### src/hdl/abd_pkg.sv
`default_nettype none

package abd_pkg;

  // Widths of the stream fields.
  localparam int BYTE_W   = 8;
  localparam int SAMPLE_W = 16;
  localparam int COEF_W   = 8;
  localparam int FILT_W   = 3;
  localparam int SHIFT_W  = 4;
  localparam int POS_W    = 7;

  // Configuration port.
  localparam int CFG_INDEX_W = 8;
  localparam int CFG_DATA_W  = 8;

  typedef enum logic [CFG_INDEX_W-1:0] {
    REG_DATA_BYTES = 8'd0,
    REG_STEREO     = 8'd1
  } abd_reg_t;

  // Headers with a filter nibble at or above this value mark the block as unusable.
  localparam logic [3:0] FILTER_COUNT = 4'd5;

  // Data bytes per block after reset.
  localparam logic [POS_W-1:0] DATA_BYTES_RESET = 7'd16;

  // Command bundle from the controller to the datapath.
  typedef struct packed {
    logic load_byte;
    logic load_header;
    logic header_bad;
    logic compute;
    logic nib_hi;
    logic channel;
  } abd_cmd_t;

  // Predictor weight applied to the most recent sample.
  function automatic logic signed [COEF_W-1:0] coef_recent(input logic [FILT_W-1:0] f);
    logic signed [COEF_W-1:0] c;
    unique case (f)
      3'd1:    c = 8'sh3C;
      3'd2:    c = 8'sh73;
      3'd3:    c = 8'sh62;
      3'd4:    c = 8'sh7A;
      default: c = 8'sd0;
    endcase
    return c;
  endfunction

  // Predictor weight applied to the older sample.
  function automatic logic signed [COEF_W-1:0] coef_older(input logic [FILT_W-1:0] f);
    logic signed [COEF_W-1:0] c;
    unique case (f)
      3'd2:    c = -8'sd52;
      3'd3:    c = -8'sd55;
      3'd4:    c = -8'sd60;
      default: c = 8'sd0;
    endcase
    return c;
  endfunction

endpackage

`default_nettype wire

### src/hdl/abd_ifs.sv
`default_nettype none

// Encoded byte stream channel.
interface abd_byte_if
  import abd_pkg::*;
  ();
  logic              valid;
  logic              ready;
  logic [BYTE_W-1:0] encoded_byte;

  modport source (output valid, output encoded_byte, input ready);
  modport sink (input valid, input encoded_byte, output ready);
endinterface

// Decoded sample channel.
interface abd_sample_if
  import abd_pkg::*;
  ();
  logic                       valid;
  logic                       ready;
  logic signed [SAMPLE_W-1:0] sample;
  logic                       channel;
  logic                       last;

  modport source (output valid, output sample, output channel, output last, input ready);
  modport sink (input valid, input sample, input channel, input last, output ready);
endinterface

// Register write channel.
interface abd_cfg_if
  import abd_pkg::*;
  ();
  logic                   valid;
  logic                   ready;
  logic [CFG_INDEX_W-1:0] index;
  logic [CFG_DATA_W-1:0]  data;

  modport source (output valid, output index, output data, input ready);
  modport sink (input valid, input index, input data, output ready);
endinterface

`default_nettype wire

### src/hdl/abd_ctrl.sv
`default_nettype none

module abd_ctrl
  import abd_pkg::*;
#(
  parameter int CHANNELS = 2
) (
  input  wire logic            clk,
  input  wire logic            rst,
  input  wire logic            in_valid,
  input  wire logic [3:0]      in_filter,
  output logic                 in_ready,
  input  wire logic            out_ready,
  output logic                 out_valid,
  input  wire logic            cfg_valid,
  input  wire logic [CFG_INDEX_W-1:0] cfg_index,
  input  wire logic [CFG_DATA_W-1:0]  cfg_data,
  output logic                 cfg_ready,
  output abd_cmd_t             cmd
);

  typedef enum logic [1:0] {
    S_IDLE,
    S_NIB0,
    S_NIB1
  } state_t;

  state_t           state;
  logic [POS_W-1:0] byte_position;
  logic [POS_W-1:0] data_bytes;
  logic             stereo;
  logic             current_channel;
  logic             byte_channel;
  logic             block_invalid;

  logic             slot_free;
  logic             in_xfer;
  logic             is_header;
  logic             header_bad;
  logic             channel_after;
  logic             compute;

  // The output register can be refilled when empty or when its sample leaves this cycle.
  assign slot_free  = !out_valid || out_ready;
  assign in_ready   = (state == S_IDLE) || ((state == S_NIB1) && slot_free);
  assign in_xfer    = in_valid && in_ready;
  assign is_header  = (byte_position == '0);
  assign header_bad = (in_filter >= FILTER_COUNT);
  assign compute    = ((state == S_NIB0) || (state == S_NIB1)) && slot_free;
  assign cfg_ready  = 1'b1;

  // Channel that the next block uses once this one ends.
  assign channel_after = (stereo && (CHANNELS > 1)) ? !current_channel : 1'b0;

  // Commands to the datapath.
  always_comb begin
    cmd.load_byte   = in_xfer;
    cmd.load_header = in_xfer && is_header;
    cmd.header_bad  = header_bad;
    cmd.compute     = compute;
    cmd.nib_hi      = (state == S_NIB1);
    cmd.channel     = byte_channel;
  end

  // Sequencer, block position tracking and configuration registers.
  always_ff @(posedge clk) begin
    if (rst) begin
      state           <= S_IDLE;
      byte_position   <= '0;
      data_bytes      <= DATA_BYTES_RESET;
      stereo          <= 1'b0;
      current_channel <= 1'b0;
      byte_channel    <= 1'b0;
      block_invalid   <= 1'b0;
      out_valid       <= 1'b0;
    end else begin
      // Output register occupancy.
      if (compute) begin
        out_valid <= 1'b1;
      end else if (out_ready) begin
        out_valid <= 1'b0;
      end

      // Nibble sequencing.
      if (state == S_NIB0 && slot_free) begin
        state <= S_NIB1;
      end else if (state == S_NIB1 && slot_free) begin
        state <= S_IDLE;
      end

      // A byte transfer decides whether its two nibbles are decoded into samples.
      if (in_xfer) begin
        if (is_header) begin
          block_invalid <= header_bad;
          state         <= S_IDLE;
          if (data_bytes == '0) begin
            byte_position   <= '0;
            current_channel <= channel_after;
          end else begin
            byte_position <= POS_W'(1);
          end
        end else begin
          byte_channel <= (CHANNELS > 1) ? current_channel : 1'b0;
          state        <= block_invalid ? S_IDLE : S_NIB0;
          if (byte_position >= data_bytes) begin
            byte_position   <= '0;
            current_channel <= channel_after;
          end else begin
            byte_position <= byte_position + POS_W'(1);
          end
        end
      end

      // Register writes; unknown indexes are dropped.
      if (cfg_valid) begin
        unique case (cfg_index)
          REG_DATA_BYTES: data_bytes <= cfg_data[POS_W-1:0];
          REG_STEREO:     stereo     <= cfg_data[0];
          default:        ;
        endcase
      end
    end
  end

endmodule

`default_nettype wire

### src/hdl/abd_datapath.sv
`default_nettype none

module abd_datapath
  import abd_pkg::*;
#(
  parameter int CHANNELS = 2
) (
  input  wire logic              clk,
  input  wire logic              rst,
  input  wire logic [BYTE_W-1:0] encoded_byte,
  input  wire abd_cmd_t          cmd,
  output logic signed [SAMPLE_W-1:0] sample,
  output logic                   channel,
  output logic                   last
);

  localparam int CH_W = (CHANNELS > 1) ? $clog2(CHANNELS) : 1;

  logic [BYTE_W-1:0]          byte_q;
  logic [FILT_W-1:0]          filter_select;
  logic [SHIFT_W-1:0]         shift_amount;
  logic signed [SAMPLE_W-1:0] history_recent [CHANNELS];
  logic signed [SAMPLE_W-1:0] history_older  [CHANNELS];

  logic [CH_W-1:0]               ch_idx;
  logic [3:0]                    nibble;
  logic signed [SAMPLE_W-1:0]    nib_scaled_in;
  logic signed [SAMPLE_W-1:0]    scaled;
  logic signed [SAMPLE_W-1:0]    prev1;
  logic signed [SAMPLE_W-1:0]    prev2;
  logic signed [SAMPLE_W+COEF_W-1:0] prod_recent;
  logic signed [SAMPLE_W+COEF_W-1:0] prod_older;
  logic [SAMPLE_W+COEF_W:0]      feedback;
  logic [SAMPLE_W-1:0]           sample_next;

  assign ch_idx = CH_W'(cmd.channel);

  // Nibble scaling: sign-extended nibble in the top bits, then an arithmetic shift right.
  assign nibble        = cmd.nib_hi ? byte_q[7:4] : byte_q[3:0];
  assign nib_scaled_in = {nibble, 12'b0};
  assign scaled        = nib_scaled_in >>> shift_amount;

  // Two-tap prediction from this channel's history.
  assign prev1       = history_recent[ch_idx];
  assign prev2       = history_older[ch_idx];
  assign prod_recent = prev1 * coef_recent(filter_select);
  assign prod_older  = prev2 * coef_older(filter_select);
  assign feedback    = {prod_recent[SAMPLE_W+COEF_W-1], prod_recent}
                     + {prod_older[SAMPLE_W+COEF_W-1], prod_older};

  // Only the low sixteen bits survive the wrap, so the shifted feedback is a bit slice.
  assign sample_next = scaled + feedback[SAMPLE_W+5:6];

  // Latched byte and header fields.
  always_ff @(posedge clk) begin
    if (cmd.load_byte) begin
      byte_q <= encoded_byte;
    end
    if (cmd.load_header) begin
      filter_select <= cmd.header_bad ? '0 : encoded_byte[FILT_W+3:4];
      shift_amount  <= encoded_byte[SHIFT_W-1:0];
    end
  end

  // Per-channel history; it moves on by one sample per decoded nibble.
  always_ff @(posedge clk) begin
    if (rst) begin
      for (int i = 0; i < CHANNELS; i++) begin
        history_recent[i] <= '0;
        history_older[i]  <= '0;
      end
    end else if (cmd.compute) begin
      history_older[ch_idx]  <= prev1;
      history_recent[ch_idx] <= sample_next;
    end
  end

  // Output register.
  always_ff @(posedge clk) begin
    if (cmd.compute) begin
      sample  <= sample_next;
      channel <= cmd.channel;
      last    <= cmd.nib_hi;
    end
  end

endmodule

`default_nettype wire

### src/hdl/adpcm_block_decoder_core.sv
// A usable block's data byte yields samples in S_NIB0 (low nibble), then S_NIB1 (high),
// each into the output register; output back-pressure holds either state. A header
// byte returns to S_IDLE. New bytes are taken in S_IDLE, or in S_NIB1 once the output
// slot is free: each sample needs the single predictor multiply-add on prior history.
// Reset (synchronous, active high) clears history, block position, channel and
// configuration (16 data bytes per block, mono).
`default_nettype none

module adpcm_block_decoder_core
  import abd_pkg::*;
#(
  parameter int CHANNELS = 2
) (
  input  wire logic    clk,
  input  wire logic    rst,
  abd_byte_if.sink     byte_in,
  abd_sample_if.source sample_out,
  abd_cfg_if.sink      cfg
);

  abd_cmd_t cmd;

  // Block sequencing, handshakes and registers.
  abd_ctrl #(
    .CHANNELS (CHANNELS)
  ) u_ctrl (
    .clk       (clk),
    .rst       (rst),
    .in_valid  (byte_in.valid),
    .in_filter (byte_in.encoded_byte[7:4]),
    .in_ready  (byte_in.ready),
    .out_ready (sample_out.ready),
    .out_valid (sample_out.valid),
    .cfg_valid (cfg.valid),
    .cfg_index (cfg.index),
    .cfg_data  (cfg.data),
    .cfg_ready (cfg.ready),
    .cmd       (cmd)
  );

  // Sample reconstruction and history.
  abd_datapath #(
    .CHANNELS (CHANNELS)
  ) u_datapath (
    .clk          (clk),
    .rst          (rst),
    .encoded_byte (byte_in.encoded_byte),
    .cmd          (cmd),
    .sample       (sample_out.sample),
    .channel      (sample_out.channel),
    .last         (sample_out.last)
  );

endmodule

`default_nettype wire
### src/flat_wrapper.sv
// flat-port wrapper written by rule: the top's interface ports become plain ports
module adpcm_block_decoder_core_flat import abd_pkg::*;
#(
  parameter int CHANNELS = 2
)
  (clk, rst, byte_in_valid, byte_in_encoded_byte, byte_in_ready, sample_out_valid, sample_out_sample, sample_out_channel, sample_out_last, sample_out_ready, cfg_valid, cfg_index, cfg_data, cfg_ready);
  abd_byte_if byte_in_i ();
  abd_sample_if sample_out_i ();
  abd_cfg_if cfg_i ();
  input  wire logic clk;
  input  wire logic rst;
  input wire logic [$bits(byte_in_i.valid)-1:0] byte_in_valid;
  input wire logic [$bits(byte_in_i.encoded_byte)-1:0] byte_in_encoded_byte;
  output wire logic [$bits(byte_in_i.ready)-1:0] byte_in_ready;
  output wire logic [$bits(sample_out_i.valid)-1:0] sample_out_valid;
  output wire logic [$bits(sample_out_i.sample)-1:0] sample_out_sample;
  output wire logic [$bits(sample_out_i.channel)-1:0] sample_out_channel;
  output wire logic [$bits(sample_out_i.last)-1:0] sample_out_last;
  input wire logic [$bits(sample_out_i.ready)-1:0] sample_out_ready;
  input wire logic [$bits(cfg_i.valid)-1:0] cfg_valid;
  input wire logic [$bits(cfg_i.index)-1:0] cfg_index;
  input wire logic [$bits(cfg_i.data)-1:0] cfg_data;
  output wire logic [$bits(cfg_i.ready)-1:0] cfg_ready;
  assign byte_in_i.valid = byte_in_valid;
  assign byte_in_i.encoded_byte = byte_in_encoded_byte;
  assign byte_in_ready = byte_in_i.ready;
  assign sample_out_valid = sample_out_i.valid;
  assign sample_out_sample = sample_out_i.sample;
  assign sample_out_channel = sample_out_i.channel;
  assign sample_out_last = sample_out_i.last;
  assign sample_out_i.ready = sample_out_ready;
  assign cfg_i.valid = cfg_valid;
  assign cfg_i.index = cfg_index;
  assign cfg_i.data = cfg_data;
  assign cfg_ready = cfg_i.ready;
  adpcm_block_decoder_core #(.CHANNELS(CHANNELS)) u_core (.clk(clk), .rst(rst), .byte_in(byte_in_i), .sample_out(sample_out_i), .cfg(cfg_i));
endmodule
### config.mk
export PLATFORM = sky130hd
export DESIGN_NAME = adpcm_block_decoder_core_flat
export DESIGN_NICKNAME = d
export VERILOG_FILES = /design/src/hdl/abd_pkg.sv /design/src/hdl/abd_ifs.sv /design/src/hdl/abd_ctrl.sv /design/src/hdl/abd_datapath.sv /design/src/hdl/adpcm_block_decoder_core.sv /design/src/flat_wrapper.sv
export SDC_FILE = /design/constraint.sdc
export NUM_CORES = 1
export LEC_CHECK = 0
export BUFFER_PORTS_ARGS = -buffer_cell sky130_fd_sc_hd__buf_2
export CAP_MARGIN = 20
export CORE_MARGIN = 3
export CORE_UTILIZATION = 45
export DETAILED_ROUTE_END_ITERATION = 10
export PLACE_DENSITY = 0.72
export SLEW_MARGIN = 20
export SYNTH_ARGS = -nofsm -noshare
export SYNTH_HDL_FRONTEND = slang
export SYNTH_SLANG_ARGS = --single-unit
export TNS_END_PERCENT = 30
### constraint.sdc
create_clock -name clk -period 18.6 [get_ports clk]
set_clock_uncertainty 0.2 [all_clocks]
set_input_delay 3.72 -clock clk [delete_from_list [all_inputs] [get_ports clk]]
set_output_delay 3.72 -clock clk [all_outputs]
set_load 0.02 [all_outputs]
== Word level (Yosys, flattened, before mapping) ==
Memory sizes are Yosys's and may differ from the RTL's. A register that Yosys moved wholly into a read port is not among the register bits.
Cells that the tools add are included.
Operators by class
  $add $sub $neg: 3
  multipliers: 2
  $lt $le $gt $ge: 2
  eq/ne operators: 8
  shift operators: 1
  mux-type cells: 32
  bitwise operators: 1
  reductions and logical operators: 24
Operators with widths (count)
  $mul 16x8->22: 2
  $mux 16: 2
  $reduce_or 16->1: 2
  $pmux 7 s4: 1
  $pmux 8 s3: 1
  $add 22x22->22: 1
  $mux 1: 22
  $add 16x16->16: 1
  $sshr 16x4->16: 1
  $logic_not 7->1: 2
  $mux 7: 2
  $eq 8x1->1 const B: 1
  $logic_not 8->1: 1
  $reduce_and 2->1: 4
  $add 7x1->7 const B: 1
  $ge 7x7->1: 1
  $eq 3x2->1 const B: 2
  $mux 2: 3
  $logic_and 1x1->1: 5
  $ge 4x3->1 const B: 1
  $mux 4: 1
  $reduce_bool 2->1: 2
  $eq 3x1->1 const B: 1
  $eq 3x3->1 const B: 1
  9 further kinds: 12
Storage, ports and cells
  bits in registers: 54
  RAM bits: 64
  bits of input ports: 29
  memories: 2
Memories
  u_core.u_datapath.history_older: words 2, width 16, rd ports 1, clocked after memory_dff 1, wr ports 2, line abd_datapath.sv:23  | logic signed [SAMPLE_W-1:0] history_older [CHANNELS];
  u_core.u_datapath.history_recent: words 2, width 16, rd ports 1, clocked after memory_dff 1, wr ports 2, line abd_datapath.sv:22  | logic signed [SAMPLE_W-1:0] history_recent [CHANNELS];

== Longest topological paths before layout ==
Gate-level depths: netlist (run 1).
  word-level depth: 8
  mapped depth: 34

== By module ==
A second synthesis (run 1) with hierarchy kept.
Unflattened totals
  cell total of the unflattened synthesis: 1318
  area, all modules: 12896.1 um^2
Modules (own cells, without submodules)
  abd_datapath: instances 1, cells each 1162, area each 11567.3 um^2
  abd_ctrl: instances 1, cells each 156, area each 1328.8 um^2

== Least setup slack after synthesis (run 1) ==
Ideal clock, no wire load.
  path kind: input -> output
  from: in sample_out_ready
  to: out byte_in_ready
  arrival: 4.172 ns
  path slack: 10.508 ns
  stages: 2
  path buffers: 0
  cell sequence: nand2b_1 -> a21o_1
Between the ends
  word-level cells in the longest chain between the ends: 3
RTL lines
  from (decl): line flat_wrapper.sv:19  | input wire logic [$bits(sample_out_i.ready)-1:0] sample_out_ready;
  $logic_or 1x1->1: line abd_ctrl.sv:44  | assign slot_free = !out_valid || out_ready;
  $logic_and 1x1->1: line abd_ctrl.sv:45  | assign in_ready = (state == S_IDLE) || ((state == S_NIB1) && slot_free);
  $logic_or 1x1->1: line abd_ctrl.sv:45
  to (decl): line flat_wrapper.sv:14  | output wire logic [$bits(byte_in_i.ready)-1:0] byte_in_ready;
No other way between the ends.

==> impl_metrics.yaml, run 1 <==
clocking:
  cts_inserted_buffers: 17
  ctsHoldBuffers: 0
  cts_tree: "done"
  cts.sinks: 119
  post_cts.repair.setup_buffers: 0
  clk_latency_ns: 0.42
  cts-htree-levels: 4
  ctsResizeCount: 0
  path_clk_slew_ns: 0.06
  cts_max_path_buffers: 2
  cts_root_buf: "clkbuf_16"
setup_path:
  cp.required_ns: 18.56
  critical_path.most_common_cell: "fa_1"
  crit_path_top_delay_cell: "dfxtp_2"
  cp_max_fo: 32
  cp.arrival_ns: 8.94
  start_kind: "flop"
  reg2regPathDepth: 27
  worstSetupEndpointType: "flop"
  setup.worst_path.class: "reg -> reg"
  max_stage_delay_ns: 1.02
sta:
  rsz0062_at_grt: "false"
  finalSetupViolCount: 0
  hold_slack_ns: 0.290
  setup_tns_ns: 0
  period_share_pct: 48.3
  slew_violations: 0
  tightest_slew_ns: 1.05
  fin_crit_ns: 8.98
  hold_viol: 0
  maxSlewHeadroom_pct: 30.0
  fmax_mhz: 111
yosys:
  synth_warnings: 0
  syn-cell-area_um2: 12600
  ys_types: 60
  ys_top_cells_by_count: "262 x inv_1, 244 x nor2_1, 159 x fa_1"
  synth_top_area_share_pct: 25.3
  synth_edf_count: 97
  synth_area_per_cell_um2: 9.76
  syn_inst: 1289
  synth-main-ff-cell: "edfxtp_1"
  synth_most_common_cell: "inv_1"
  seq_area_frac_synth_pct: 26.7
  synth_async_sr_flop_share_pct: 0
  synth.net_count: 1603
  netlist_top_cells_area: "fa_1 25%, edfxtp_1 23%, ha_1 13%, inv_1 7.8%, nor2_1 7.3%"
  ys_seq_elements: 119
  synth_top_area_cell: "fa_1"
floorplan:
  die-area_um2: 30000
  design.core.area_um2: 27200
  pin_count: 50
  die_x_um: 173
  die_h_um: 173
  num_rows: 60
  start_util_pct: 46.3
place:
  hpwl_um: 21500
  io_buffers: 47
  gp_congestion: 0.890
  placed_cell_area_um2: 13200
detailed_routing:
  ant_nets: 0
  post_drt_wl_per_cell_um: 15.6
  via_per_inst: 5.12
  num_vias: 8752
  drt_pass1_iterations: 5
  drtIter0Drc: 591
  routed_wirelength_um: 26600
  drc: 0
hold_path:
  hp-class: "reg -> reg"
  hold_depth: 2
final_layout:
  diodes: 0
  multi_input_area_um2: 8080
  design_area_um2: 13800
  register_area_um2: 3350
  drive_gt1_share_pct: 8.15
  final_nets: 1639
  area_delta_synth_final_pct: 9.39
  fin_util_pct: 50.6
  fillers: 2497
grt:
  grt_max_degree: 47
  grt_overflow: 0
  grtUsageTotal_pct: 18.6
  grt_pass1_vias: 9311
  grt_pass1_wl_um: 45300
  antenna_found_initial: 0
outcome:
  status: "completed"
flow_run:
  maxCapViolCount: 0
==> routing by layer <==
| metal | wire [µm] | vias to the layer above | track usage, % |
|---|---|---|---|
| li1 | - | 4159 | - |
| met1 | 11500 | 4293 | 24.0 |
| met2 | 13000 | 254 | 32.0 |
| met3 | 1590 | 46 | 3.36 |
| met4 | 499 | 0 | 5.41 |
| met5 | 0 | - | 0 |
==> registers in the layout (all words and copies together) (netlist names), named ones only <==
name / cells
u_core.u_datapath.history_older: 32
u_core.u_datapath.history_recent: 32
u_core.u_datapath.sample: 16
u_core.u_datapath.byte_q: 8
u_core.u_ctrl.byte_position: 7
u_core.u_ctrl.data_bytes: 7
u_core.u_datapath.shift_amount: 4
u_core.u_datapath.filter_select: 3
u_core.u_ctrl.state: 2
u_core.u_ctrl.block_invalid: 1
u_core.u_ctrl.byte_channel: 1
u_core.u_ctrl.current_channel: 1
u_core.u_ctrl.out_valid: 1
u_core.u_ctrl.stereo: 1
u_core.u_datapath.channel: 1
u_core.u_datapath.last: 1
==> critical path: cells and delay by family (launching register included) <==
kind | cells | cell delay (ns)
fa+ha+maj | 8 | 3.68
compound gates | 8 | 1.73
flops | 1 | 1.02
mux | 1 | 0.88
simple gates | 5 | 0.71
xor+xnor | 1 | 0.27
buf+inv | 4 | 0.20
==> final cells by class <==
| class | instances | area share, % |
|---|---|---|
| multi-input cells | 870 | 58.7 |
| clock inverters | 15 | 1.15 |
| flip-flops and latches | 119 | 24.4 |
| clock buffers | 17 | 3.09 |
| inverters | 263 | 7.18 |
| well taps | 372 | 3.38 |
| repair buffers | 54 | 2.09 |
==> cell families (layout without fill, tap and decap cells) <==
| logic type | Yosys count | count (layout) | synth area share (%) |
|---|---|---|---|
| and+or+nand+nor | 359 | 359 | 12.2 |
| xor gates and xnor gates | 46 | 46 | 3.43 |
| muxes | 51 | 51 | 4.30 |
| buffers and inverters | 300 | 349 | 9.11 |
| DFF | 119 | 119 | 26.7 |
| AOI/OAI and AO/OA | 128 | 128 | 6.36 |
| adders and majority gates | 285 | 285 | 37.9 |
| other | 1 | 1 | 0.0298 |
==> placed cells by master (no fill, tap or decap), drive strengths merged, types with 11 or more instances in the layout <==
cell	n
a21oi	45
ha	126
a21o	11
buf	54
inv	271
dfxtp	22
edfxtp	97
o21ai	25
xnor2	31
clkbuf	17
xor2	13
nand2b	11
fa	159
mux2i	45
nor2	245
and2	17
nand2	35
==> stage by stage <==
stage | setup slack (ns) | instances
2_1_floorplan | 10.51 | 1289
3_3_place_gp | 9.75 | 1678
3_5_place_dp | 9.68 | 1678
4_1_cts | 9.64 | 1710
5_1_grt | 9.15 | 1710
6_report | 9.62 | 1710
==> final timing paths <==
check                                                          endpoint                    from  slack, ns
worst min-delay path                             u_core.u_ctrl.state[0]  u_core.u_ctrl.state[0]       0.29
worst max register to register  u_core.u_datapath.history_recent[0][15]                    flop       9.62
worst max-delay path            u_core.u_datapath.history_recent[0][15]                    flop       9.62
worst min register to register                   u_core.u_ctrl.state[0]  u_core.u_ctrl.state[0]       0.29
Power of run 1 is left out: the tool's default activity adds up to more than one toggle a clock period on the data nets, which glitch-free logic cannot reach.
==> run 2: changes to the inputs <==
- clock period: 18.6 -> 8.96 ns (I/O delays scaled with it)
==> run 2 against run 1 <==
Net effect:
- first-iteration DRC count shrank 5.1%
- worst setup slack got worse by 9.0 ns
- non-clock buffer count grew 29
- critical path depth grew 2
- utilization is 0.84 points higher
- sequential share of layout area is 0.40 points lower
==> impl_metrics.yaml, run 2 (synthesis gave the netlist of run 1 again) <==
sta:
  rsz0062_at_grt: "false"
  fmax_mhz: 120
  tightest_slew_ns: 0.843
  slew_violations: 0
  period_share_pct: 92.9
  hold_viol: 0
  setup_tns_ns: 0
  finalSetupViolCount: 0
  fin_crit_ns: 8.33
  maxSlewHeadroom_pct: 42.2
detailed_routing:
  num_vias: 8871
  ant_nets: 0
  via_per_inst: 5.10
  post_drt_wl_per_cell_um: 15.7
  routed_wirelength_um: 27400
  drt_pass1_iterations: 6
  drc: 0
  drtIter0Drc: 561
final_layout:
  multi_input_area_um2: 8080
  fillers: 2424
  final_nets: 1668
  drive_gt1_share_pct: 9.96
  final_common_cell: "inv_1"
  diodes: 0
  area_delta_synth_final_pct: 11.2
  final_cell_mix: "262 x inv_1, 244 x nor2_1, 159 x fa_1, 126 x ha_1, 97 x edfxtp_1"
  register_area_um2: 3350
  top_regs: "u_core.u_datapath.history_older x32, u_core.u_datapath.history_recent x32, u_core.u_datapath.sample x16"
clocking:
  cts_root_buf: "clkbuf_16"
  cts_inserted_buffers: 17
  cts_max_path_buffers: 2
  cts.sinks: 119
  path_clk_slew_ns: 0.06
  cts_tree: "done"
  cts-htree-levels: 4
  ctsHoldBuffers: 0
  clk_latency_ns: 0.41
  ctsResizeCount: 0
  post_cts.repair.setup_buffers: 0
grt:
  grt_max_degree: 34
  grt_overflow: 0
  grt_pass1_vias: 9648
  antenna_found_initial: 0
  grt_pass1_wl_um: 47000
  grtUsageTotal_pct: 19.3
place:
  gp_congestion: 0.914
  io_buffers: 47
  hpwl_um: 22000
setup_path:
  crit_path_top_delay_cell: "fa_1"
  cp_max_fo: 14
  cp.arrival_ns: 8.28
  start_kind: "flop"
  reg2regPathDepth: 29
  setup.worst_path.class: "reg -> reg"
  worstSetupEndpointType: "flop"
  max_stage_delay_ns: 0.53
  cp.required_ns: 8.91
hold_path:
  hp-class: "reg -> reg"
  hold_depth: 0
floorplan:
  num_rows: 60
  design.core.area_um2: 27200
  die_x_um: 173
  start_util_pct: 46.3
  die-area_um2: 30000
  die_h_um: 173
  pin_count: 50
outcome:
  status: "completed"
flow_run:
  maxCapViolCount: 0
## run 2: worst paths after layout
check | from | endpoint | slack [ns]
setup / recovery | u_core.u_datapath.filter_select[1] | u_core.u_datapath.sample[11] | 0.63
hold / removal | u_core.u_ctrl.byte_channel | u_core.u_datapath.channel | 0.29
setup reg to reg | u_core.u_datapath.filter_select[1] | u_core.u_datapath.sample[11] | 0.63
hold reg to reg | u_core.u_ctrl.byte_channel | u_core.u_datapath.channel | 0.29
## run 2: worst max-delay path, delay by kind of cell, from the launching register on
kind	cells	cell delay [ns]
xor gates and xnor gates	1	0.27
and+or+nand+nor	7	1.24
buffers and inverters	7	0.66
adders and majority gates	8	3.67
AOI/OAI and AO/OA	6	1.52
DFF	1	0.50
## run 2: per-layer routing
metal  up-vias  wire (µm)  share of wire (%)  GRT usage [%]
met5         -          0                  0              0
met4         0        642                2.3           6.42
met3        47       1750                6.4           3.58
met2       272      13500                 49           33.1
met1      4333      11500                 42           24.7
li1       4219          -                  -              -
## run 2: area by class of cell
type / instances / area share, %
Inverter: 263 / 7.06
Clock buffer: 17 / 3.04
Clock inverter: 14 / 1.14
Sequential cell: 119 / 24.0
Tap cell: 372 / 3.33
Multi-Input combinational cell: 870 / 57.7
Timing Repair Buffer: 83 / 3.70
## run 2: stage by stage
| step | setup slack [ns] | util (%) | cells | hold WS [ns] | instance area, µm² |
|---|---|---|---|---|---|
| detailed placement | 0.697 | 49.3 | 1707 | 0.287 | 13400 |
| global route | 0.0982 | 51.5 | 1738 | 0.323 | 14000 |
| global placement | 0.754 | 49.3 | 1707 | 0.271 | 13400 |
| floorplan | 1.23 | - | 1289 | 0.245 | 12600 |
| CTS | 0.657 | 51.5 | 1738 | 0.295 | 14000 |
| finish | 0.633 | 51.5 | 1738 | 0.287 | 14000 |
Power of run 2 is left out for the same reason.
==> run 3: changes to the inputs <==
- CTS_BUF_LIST: default -> sky130_fd_sc_hd__clkbuf_4
- HOLD_SLACK_MARGIN: default -> 0.02
==> run 3 against run 2 <==
Net effect:
- sequential cell count is the same
- register-to-register slack better by 0.02 ns
- wire length decreased by 0.84%
- critical path type unchanged
- critical endpoint is now u_core.u_datapath.history_recent[1][15]
- utilization shrank 1.1 points
- highest routed layer unchanged
- via count is 0.36% lower
==> impl_metrics.yaml, run 3 (synthesis gave the netlist of run 1 again) <==
outcome:
  status: "completed"
setup_path:
  setup.worst_path.class: "reg -> reg"
  timing.rr.start: "u_core.u_datapath.filter_select[1]"
  worstSetupEndpointType: "flop"
  crit_path_top_delay_cell: "fa_1"
  cp.depth: 30
  crit_start: "u_core.u_datapath.filter_select[1]"
  critical_path.most_common_cell: "fa_1"
  cp_max_fo: 14
  max_stage_delay_ns: 0.53
  cp.arrival_ns: 8.37
  reg2regPathDepth: 30
  cp_num_buf_inv: 6
  start_kind: "flop"
  worstSetupEndpoint: "u_core.u_datapath.history_recent[1][15]"
  r2r_setup_slack_ns: 0.65
  crit_family: "adder cells"
  cp.required_ns: 9.02
  timing.rr.end: "u_core.u_datapath.history_recent[1][15]"
place:
  hpwl_um: 22000
  placed_cell_area_um2: 13400
  io_buffers: 47
  gp_congestion: 0.914
sta:
  rsz0062_at_grt: "false"
  fin_crit_ns: 8.31
  period_share_pct: 92.7
  hold_viol: 0
  finalSetupViolCount: 0
  tightest_slew_ns: 0.861
  fmax_mhz: 120
  setup_tns_ns: 0
  slew_violations: 0
  hold_slack_ns: 0.301
  maxSlewHeadroom_pct: 41.0
clocking:
  cts_inserted_buffers: 17
  path_clk_slew_ns: 0.10
  cts_max_path_buffers: 2
  cts.sinks: 119
  cts_tree: "done"
  post_cts.repair.setup_buffers: 0
  ctsResizeCount: 0
  cts_root_buf: "clkbuf_4"
  clk_latency_ns: 0.52
  ctsHoldBuffers: 0
  cts-htree-levels: 4
grt:
  antenna_found_initial: 1
  grt_pass1_vias: 9602
  grt_pass1_wl_um: 46700
  grtUsageTotal_pct: 19.1
  grt_max_degree: 34
  grt_overflow: 0
floorplan:
  pin_count: 50
  num_rows: 60
  die-area_um2: 30000
  design.core.area_um2: 27200
  start_util_pct: 46.3
  die_x_um: 173
  die_h_um: 173
detailed_routing:
  drtIter0Drc: 565
  wl_met3_um: 1570
  routed_wirelength_um: 27100
  via_per_inst: 5.08
  highest_layer: "met4"
  post_drt_wl_per_cell_um: 15.6
  num_vias: 8839
  drt_pass1_iterations: 5
  ant_nets: 0
  drc: 0
  wl_met1_um: 11600
  route.met2.wl_um: 13200
final_layout:
  final_cell_mix: "262 x inv_1, 244 x nor2_1, 159 x fa_1, 126 x ha_1, 97 x edfxtp_1"
  final_common_cell: "inv_1"
  area_delta_synth_final_pct: 8.87
  top_regs: "u_core.u_datapath.history_older x32, u_core.u_datapath.history_recent x32, u_core.u_datapath.sample x16"
  final_nets: 1668
  design_area_um2: 13700
  drive_gt1_share_pct: 9.96
hold_path:
  hp-class: "reg -> reg"
flow_run:
  maxCapViolCount: 0
run 3: changes by cell type in the layout (fill, tap and decap cells not counted):
cell | previous run | this run
diode_2 | 0 | 1
clkbuf_4 | 0 | 17
clkbuf_16 | 17 | 0
run 3: metrics by stage:
step	util [%]	setup slack (ns)	instances
after floorplan	-	1.23	1289
after detailed placement	49.3	0.697	1707
after global placement	49.3	0.754	1707
after CTS	50.4	0.658	1738
after global routing	50.4	0.107	1739
final	50.4	0.652	1739
run 3: final cells by class:
type | count | area [µm²]
Clock buffer | 17 | 128
Sequential cell | 119 | 3350
Timing Repair Buffer | 83 | 518
Tap cell | 372 | 465
Antenna cell | 1 | 2.50
Fill cell | 2457 | 13500
Multi-Input combinational cell | 870 | 8080
Clock inverter | 14 | 159
Inverter | 263 | 987
run 3: worst min-delay path by stage:
stage                                        startpoint                           to  slack (ns)  cells past startpoint
after global routing      u_core.u_ctrl.current_channel                         flop        0.33                      2
after global placement      u_core.u_ctrl.block_invalid  u_core.u_ctrl.block_invalid        0.27                      2
after detailed placement     u_core.u_ctrl.byte_channel    u_core.u_datapath.channel        0.29                      0
after floorplan              u_core.u_ctrl.byte_channel    u_core.u_datapath.channel        0.24                      0
final                        u_core.u_ctrl.byte_channel    u_core.u_datapath.channel        0.30                      0
after CTS                        u_core.u_ctrl.state[0]       u_core.u_ctrl.state[0]        0.31                      2
run 3: routing by layer:
metal,track usage [%],vias to the layer above
li1,-,4228
met1,24.5,4290
met2,32.5,257
met3,3.27,64
met4,6.82,0
met5,0,-
Power of run 3 is left out for the same reason.
